<file path="src/sv/agkf_pkg.sv">
// Package for the angle/gyro Kalman filter: fixed-point formats, reset values,
// register indexes and a shared saturation helper. No dependencies.
package agkf_pkg;

    localparam int unsigned DataW = 32;
    localparam int unsigned CfgW  = 31;
    localparam int unsigned FracQ = 28;
    localparam int unsigned IdxW  = 2;

    typedef logic signed [DataW-1:0] t_word;
    typedef logic        [CfgW-1:0]  t_cfg;
    typedef logic        [IdxW-1:0]  t_cfg_idx;

    localparam t_cfg_idx RegTimeStep    = 2'd0;
    localparam t_cfg_idx RegAngleNoise  = 2'd1;
    localparam t_cfg_idx RegBiasNoise   = 2'd2;
    localparam t_cfg_idx RegMeasureNoise = 2'd3;

    localparam t_cfg  RstTimeStep     = 31'd268435;
    localparam t_cfg  RstAngleNoise   = 31'd268435;
    localparam t_cfg  RstBiasNoise    = 31'd1342177;
    localparam t_cfg  RstMeasureNoise = 31'd13421773;
    localparam t_word OneQ28          = 32'sd268435456;

    // Clamp a 34-bit signed value to 32 bits.
    function automatic t_word sat34(input logic signed [33:0] v);
        if (v > 34'sh0_7FFF_FFFF) begin
            return 32'sh7FFF_FFFF;
        end else if (v < -34'sh0_8000_0000) begin
            return 32'sh8000_0000;
        end else begin
            return v[31:0];
        end
    endfunction

endpackage

</file>
<file path="src/sv/agkf_div.sv">
// Serial restoring divider for the gain: q = trunc(p * 2^28 / s), saturated.
// Depends on agkf_pkg. One quotient bit per cycle.
module agkf_div (
    input  logic                 i_clk,
    input  logic                 i_rst_n,
    input  logic                 i_start,
    input  agkf_pkg::t_word      i_num,
    input  logic signed [32:0]   i_den,
    output logic                 o_done,
    output agkf_pkg::t_word      o_quot
);
    import agkf_pkg::*;

    localparam int unsigned NumW = 60;  // |p| * 2^28 fits in 60 bits
    localparam int unsigned CntW = 6;

    logic [NumW-1:0] r_num, n_num;
    logic [32:0]     r_den;
    logic [NumW-1:0] r_quo, n_quo;
    logic [33:0]     r_rem, n_rem;
    logic [CntW-1:0] r_cnt;
    logic            r_busy;
    logic            r_neg;
    logic            r_zero;
    logic [33:0]     w_trial;
    logic [NumW-1:0] w_mag;
    logic [NumW:0]   w_sq;

    always_comb begin
        n_rem   = {r_rem[32:0], r_num[NumW-1]};
        n_num   = {r_num[NumW-2:0], 1'b0};
        w_trial = n_rem - {1'b0, r_den};
        n_quo   = {r_quo[NumW-2:0], ~w_trial[33]};
        if (!w_trial[33]) begin
            n_rem = w_trial;
        end
    end

    always_ff @(posedge i_clk) begin
        if (!i_rst_n) begin
            r_busy <= 1'b0;
            o_done <= 1'b0;
            r_cnt  <= '0;
        end else begin
            o_done <= 1'b0;
            if (i_start) begin
                r_busy <= 1'b1;
                r_cnt  <= CntW'(NumW);
                r_rem  <= '0;
                r_quo  <= '0;
                r_zero <= (i_den == '0);
                r_neg  <= i_num[31] ^ i_den[32];
                r_den  <= i_den[32] ? 33'(-i_den) : 33'(i_den);
                r_num  <= {(i_num[31] ? 32'(-33'(i_num)) : 32'(i_num)), 28'd0};
            end else if (r_busy) begin
                r_rem <= n_rem;
                r_num <= n_num;
                r_quo <= n_quo;
                r_cnt <= r_cnt - 1'b1;
                if (r_cnt == CntW'(1)) begin
                    r_busy <= 1'b0;
                    o_done <= 1'b1;
                end
            end
        end
    end

    always_comb begin
        w_mag = r_quo;
        w_sq  = r_neg ? -{1'b0, w_mag} : {1'b0, w_mag};
        if (r_zero) begin
            o_quot = '0;
        end else if (!r_neg && (w_mag > 60'h0000_0007FFF_FFFF)) begin
            o_quot = 32'sh7FFF_FFFF;
        end else if (r_neg && (w_mag > 60'h0000_0008000_0000)) begin
            o_quot = 32'sh8000_0000;
        end else begin
            o_quot = w_sq[31:0];
        end
    end

    a_done_pulse: assert property (@(posedge i_clk) disable iff (!i_rst_n)
        o_done |=> !o_done) else $error("divider done held");
    a_start_idle: assert property (@(posedge i_clk) disable iff (!i_rst_n)
        i_start |=> r_busy) else $error("divider did not start");
    a_busy_cnt: assert property (@(posedge i_clk) disable iff (!i_rst_n)
        r_busy |-> r_cnt != '0) else $error("divider count underflow");

endmodule

</file>
<file path="config.mk">
export PLATFORM = sky130hd
export DESIGN_NAME = agkf_div
export DESIGN_NICKNAME = d
export VERILOG_FILES = /design/src/sv/agkf_pkg.sv /design/src/sv/agkf_div.sv
export SDC_FILE = /design/constraint.sdc
export NUM_CORES = 1
export LEC_CHECK = 0
export ABC_AREA = 1
export BUFFER_PORTS_ARGS = -buffer_cell sky130_fd_sc_hd__buf_2
export CAP_MARGIN = 15
export CORE_ASPECT_RATIO = 0.9
export CORE_MARGIN = 5
export CORE_UTILIZATION = 45
export CTS_CLUSTER_SIZE = 24
export DETAILED_ROUTE_END_ITERATION = 8
export SLEW_MARGIN = 15
export SYNTH_ARGS = -nofsm -noshare
export SYNTH_HDL_FRONTEND = slang
export SYNTH_SLANG_ARGS = --single-unit
</file>
<file path="constraint.sdc">
create_clock -name i_clk -period 10.54 [get_ports i_clk]
set_clock_uncertainty 0.1 [all_clocks]
set_input_delay 1.054 -clock i_clk [delete_from_list [all_inputs] [get_ports i_clk]]
set_output_delay 1.054 -clock i_clk [all_outputs]
set_load 0.03 [all_outputs]
</file>
# Word level (Yosys, flattened, before mapping)
# Cells that the tools add are included.
totals:
  inputBits: 68
  n_memories: 0
  wordCells: 50
  rom_bits: 0
  ram_bits: 0
  output_inout_bits: 33
  latchBits: 0
  ff_bits: 195
classes:
  n_div: 0
  mux: 17
  bitwise_logic: 4
  order_cmp: 2
  n_reduce_logical: 9
  n_addsub: 5
  n_shift: 0
  n_eq_ne: 1
  multipliers: 0
op_table:
  columns: ["cell", "count"]
  rows:
  - ["two-way mux 32 bit", 6]
  - ["two-way mux 60 bit", 3]
  - ["two-way mux 33 bit", 2]
  - ["negator 32 bit", 2]
  - ["> comparator 60 x 31 -> 1 bit, second input constant", 1]
  - ["> comparator 60 x 32 -> 1 bit, second input constant", 1]
  - ["subtractor 34 x 33 -> 34 bit", 1]
  - ["logical NOT 33 bit", 1]
  - ["negator 33 bit", 1]
  - ["two-way mux 6 bit", 2]
  - ["== test 6 x 1 -> 1 bit, second input constant", 1]
  - ["subtractor 6 x 1 -> 6 bit, second input constant", 1]
  - ["two-way mux 1 bit", 4]
  - ["AND reduction 2 bit", 2]
  - ["NOT 1 bit", 3]
  - ["OR reduction 3 bit", 1]
  - ["logical AND 1 bit", 2]
  - ["nonzero test 2 bit", 1]
  - ["OR reduction 2 bit", 1]
  - ["logical NOT 1 bit", 1]
  - ["bitwise XOR 1 bit", 1]

# Logic depth before layout (Yosys ltp)
depth:
  ltp_word: 5
  depth_mapped: 17
  depth_no_buf: 17

# Worst setup path before layout
# No wires, ideal clock.
synth_path:
  path_kind: "input-to-reg"
  start: "input i_start"
  end: "register r_num[28], enable pin"
  t_arrival_ps: 7681
  path_buffers: 2
  path_slack_ps: 2107
  setup_time_ps: 652
  t_required_ps: 9788
  stages: 4
  cell_sequence: "clkbuf_1 > clkinv_1 > clkbuf_1 > a21oi_1"
synth_between:
  elab_chain_cells: 2
synth_rtl:
  columns: ["element", "line", "source"]
  rows:
  - ["start, declared", "agkf_div.sv:6", "input logic i_start,"]
  - ["nonzero test 2 bit (no source line)", null, null]
  - ["AND reduction 2 bit (no source line)", null, null]
  - ["end signal, assigned", "agkf_div.sv:54", "r_num <= {(i_num[31] ? 32'(-33'(i_num)) : 32'(i_num)), 28'd0};"]
  - ["end signal, assigned", "agkf_div.sv:57", "r_num <= n_num;"]
  - ["end, declared", "agkf_div.sv:17", "logic [NumW-1:0] r_num, n_num;"]
# No other way between the ends.
# A chain may end at the register's enable or synchronous reset.

# Final worst setup path
layout_path:
  start: "register r_quo[12]"
  end: "output o_quot[30]"
layout_between:
  elab_chain_cells: 5
  word_cells_on_any_way: 9
  cone_classes: "add/sub: 1; order compare: 2; mux: 4; reduce/logical: 2"
layout_rtl:
  columns: ["element", "line", "source"]
  rows:
  - ["start, declared", "agkf_div.sv:19", "logic [NumW-1:0] r_quo, n_quo;"]
  - ["start signal, assigned", "agkf_div.sv:58", "r_quo <= n_quo;"]
  - ["> comparator 60 x 32 -> 1 bit or negator 32 bit (tied branches)", "agkf_div.sv:75, agkf_div.sv:70", null]
  - ["logical AND 1 bit or two-way mux 32 bit (tied branches)", "agkf_div.sv:75, agkf_div.sv:70", null]
  - ["two-way mux 32 bit", "agkf_div.sv:75", "end else if (r_neg && (w_mag > 60'h0000_0008000_0000)) begin"]
  - ["two-way mux 32 bit *", "agkf_div.sv:73", "end else if (!r_neg && (w_mag > 60'h0000_0007FFF_FFFF)) begin"]
  - ["two-way mux 32 bit *", "agkf_div.sv:71", "if (r_zero) begin"]
  - ["end, declared", "agkf_div.sv:10", "output agkf_pkg::t_word o_quot"]
# Mark *: on every way between the ends. The rest lies on a longest branch, timed or not.

==> flow_summary.toml <==
[outcome]
status = "complete, no violations"

[routing]
wl_met3_um = 2180
firstDrtPassIters = 5
via_count = 11100
drt_iter0_drc = 950
via_per_inst = 5.11
wl_met1_um = 16100
finalWirelength_um = 32200
drc = 0
routed.top_layer = "met4"
wl_met2_um = 13700
wl_per_cell_um = 14.8
postRouteAntennaNets = 0

[setup_path]
cp.arrival_ns = 2.97
crit_path_start = "r_quo[12]"
end_kind = "primary output"
worst_r2r_endpoint = "r_rem[20]"
r2r_cells = 16
critical_path.max_stage_delay_ns = 0.42
crit_slowest_cell = "edfxtp_1"
worstSetupPathType = "reg -> out"
start_kind = "flop"
cp.buffers_inverters = 3
ff2ff_setup_slack_ns = 7.75
r2r-start = "r_den[0]"
endpoint = "o_quot[30]"
cp.depth = 12
cp_data_required_time_ns = 9.39
path_max_fanout = 15
path_cells = "nor2_1 > nand3_1 > nor2_1 > nand2_1 > nor2_1 > nand2_1 > nand3_1 > nand2_1 > inv_1 > o21ai_0 > inv_1 > buf_2"
cp_top_family = "simple AND/OR/NAND/NOR gates"

[clock_network]
ctsLongestPathBuffers = 2
tritoncts = "built"
clkLatencyLatePin_ns = 0.43
cts-root-buf = "clkbuf_16"
post_cts_resized = 0
cts_sinks = 168
htree_levels = 4
post-cts-setup-buffers = 0
cts.clk_slew.worst_paths_ns = 0.07
cts.hold.buffers_added = 0
numCtsBuffers = 17

[pwr]
seq_power_share_pct = 41.2
clockPowerShare_pct = 30.8
p_leak_nw = 6.71
p_int_mw = 1.31
comb_power_share_pct = 27.9
p_switching_mw = 0.682
powerDensity_nw_per_um2 = 145
ir_drop_v = 0.000121
power.total_mw = 2.00
swShare_pct = 34.2

[timing]
setup_violations = 0
slew_viol_final = 0
worst_pin_slew_ns = 0.911
finalCritPeriodShare_pct = 39.2
setup_tns_ns = 0
rsz0062_at_grt = "false"
slew_headroom_pct = 39.3
max_freq_ghz = 0.242
hold_viol_final = 0
fin_crit_ns = 4.13

[finish]
antenna_cells = 0
drive_gt1_share_pct = 10.9
layoutNonFillerInstCount = 2175
design_area_um2 = 13800
nNetsFinal = 1916
area_delta_synth_final_pct = 10.9

[logic_synthesis]
synth-edff-count = 160
synthDistinctLibCells = 46
ys_seq_area_share_pct = 40.0
synth-seq-cells = 168
synth.avg_cell_area_um2 = 7.21
syn_nets = 1831
async_flop_share_pct = 0
synthesis.area_um2 = 12400
syn_inst = 1723
yosysWarnings = 0
synth_flop_cell = "edfxtp_1"

[placed_design]
gp_congestion = 0.905
post-dp-hpwl_um = 24000
placedCellCount = 2143
port_buffers = 100
placed_cell_area_um2 = 13200

[floorplanning]
die_h_um = 168
row_count = 57
io_pins = 101
coreArea_um2 = 27100
fp.dieW_um = 185
start_util_pct = 45.8
die-area_um2 = 31000

[worst_hold_path]
hold_class = "reg -> reg"

[grt]
antenna_found_initial = 0
grt_overflow = 0
grt_pass1_vias = 10100
grtUsageTotal_pct = 20.5
grt_pass1_wl_um = 51700
grt_start_max_net_pins = 88

[job]
cap_violations = 0
sequential cells by signal, indices dropped and copies added, names as in the netlist:
register	cells
r_cnt	6
r_busy	1
r_num	32
r_quo	60
r_zero	1
r_neg	1
o_done	1
r_rem	33
r_den	33
synth_stat cells (5+ instances only):
| cell type | n | area share (%) |
|---|---|---|
| inv_1 | 306 | 9.3 |
| o21ai_0 | 58 | 2.3 |
| nand2_8 | 6 | 0.97 |
| a31oi_1 | 19 | 0.96 |
| nand2_1 | 449 | 14 |
| edfxtp_1 | 160 | 39 |
| and2_1 | 5 | 0.25 |
| nor2_2 | 32 | 1.6 |
| nor4_1 | 5 | 0.25 |
| ha_1 | 39 | 3.9 |
| buf_1 | 8 | 0.24 |
| nand3_1 | 115 | 4.6 |
| clkbuf_1 | 23 | 0.70 |
| dfxtp_1 | 8 | 1.3 |
| xor2_1 | 66 | 4.7 |
| or2_2 | 6 | 0.30 |
| nand3b_1 | 10 | 0.60 |
| o31ai_1 | 7 | 0.42 |
| a21oi_1 | 40 | 1.6 |
| nor2_1 | 253 | 7.6 |
| xnor2_1 | 9 | 0.63 |
| nor3_1 | 21 | 0.85 |
| nand4_1 | 32 | 1.6 |
| inv_2 | 6 | 0.18 |
metrics by stage:
stage          setup slack (ns)  hold slack (ns)  utilization (%)
2_1_floorplan              2.11            0.352                -
4_1_cts                    6.43            0.387             50.8
3_3_place_gp               6.63            0.370             48.7
3_5_place_dp               6.64            0.373             48.7
5_1_grt                    6.21            0.414             50.8
6_report                   6.41            0.386             50.8
worst min path at each step:
stage	slack, ns	end	start	depth (start not counted)
after detailed placement	0.37	r_cnt[5]	r_cnt[5]	2
after CTS	0.39	r_cnt[5]	r_cnt[5]	2
final	0.39	r_cnt[5]	r_cnt[5]	2
after floorplan	0.35	r_cnt[5]	r_cnt[5]	2
after global routing	0.41	r_cnt[5]	r_cnt[5]	2
after global placement	0.37	r_cnt[5]	r_cnt[5]	2
routing by layer:
metal,GRT usage [%],vias to the layer above
met1,31.9,5123
met5,0,-
met4,3.64,0
met2,30.3,339
li1,-,5631
met3,3.15,22
kinds of logic (layout without fill, tap and decap cells):
logic type | count (synthesis) | count (layout) | share of synthesized area (%)
adder cells (fa/ha/maj) | 40 | 40 | 4.09
XOR/XNOR | 75 | 75 | 5.29
buffers and inverters | 356 | 454 | 11.2
AND/OR/NAND/NOR | 946 | 946 | 33.3
AO/OA/AOI/OAI | 138 | 138 | 6.11
flip-flops | 168 | 168 | 40.0
power groups by stage:
stage | logic [mW] | clock network (mW) | registers (mW)
CTS | 0.555 | 0.628 | 0.823
global route | 0.627 | 0.658 | 0.827
global placement | 0.548 | 0 | 0.836
detailed placement | 0.551 | 0 | 0.837
finish | 0.557 | 0.616 | 0.823
floorplan | 0.423 | 0 | 0.835
final cells by class:
type	instances	area, um^2
Fill cell	2782	13300
Tap cell	354	443
Timing Repair Buffer	106	546
Clock inverter	12	120
Inverter	316	1190
Clock buffer	20	447
Multi-Input combinational cell	1199	6070
Sequential cell	168	4960
placed cells by master, fill, tap and decap left out, types with 3 or more instances in the layout:
cell       Yosys  layout
clkinv_1       4       4
nand3b_1      10      10
clkinv_4       0       3
edfxtp_1     160     160
ha_1          39      39
inv_2          6       7
xnor2_1        9       9
nor2_2        32      32
a31oi_1       19      19
nand2_8        6       6
nor4_1         5       5
and2_1         5       5
nand2_1      449     449
o21ai_0       58      58
nor3_1        21      21
nor2_1       253     253
o31ai_1        7       7
a21o_1         3       3
o21ai_1        4       4
a21oi_1       40      39
xor2_1        66      66
inv_1        306     306
nand4_1       32      32
buf_4          1       6
or2_2          6       6
nand3_1      115     115
buf_2          3     100
clkbuf_16      0      17
nand2_2        3       3
dfxtp_1        8       8
worst min-delay path: stages (launching register included):
cell,delay [ns]
dfxtp_1,0.31
o21ai_0,0.07
a21oi_1,0.07
Note: power is estimated with default switching activity, not from simulation.
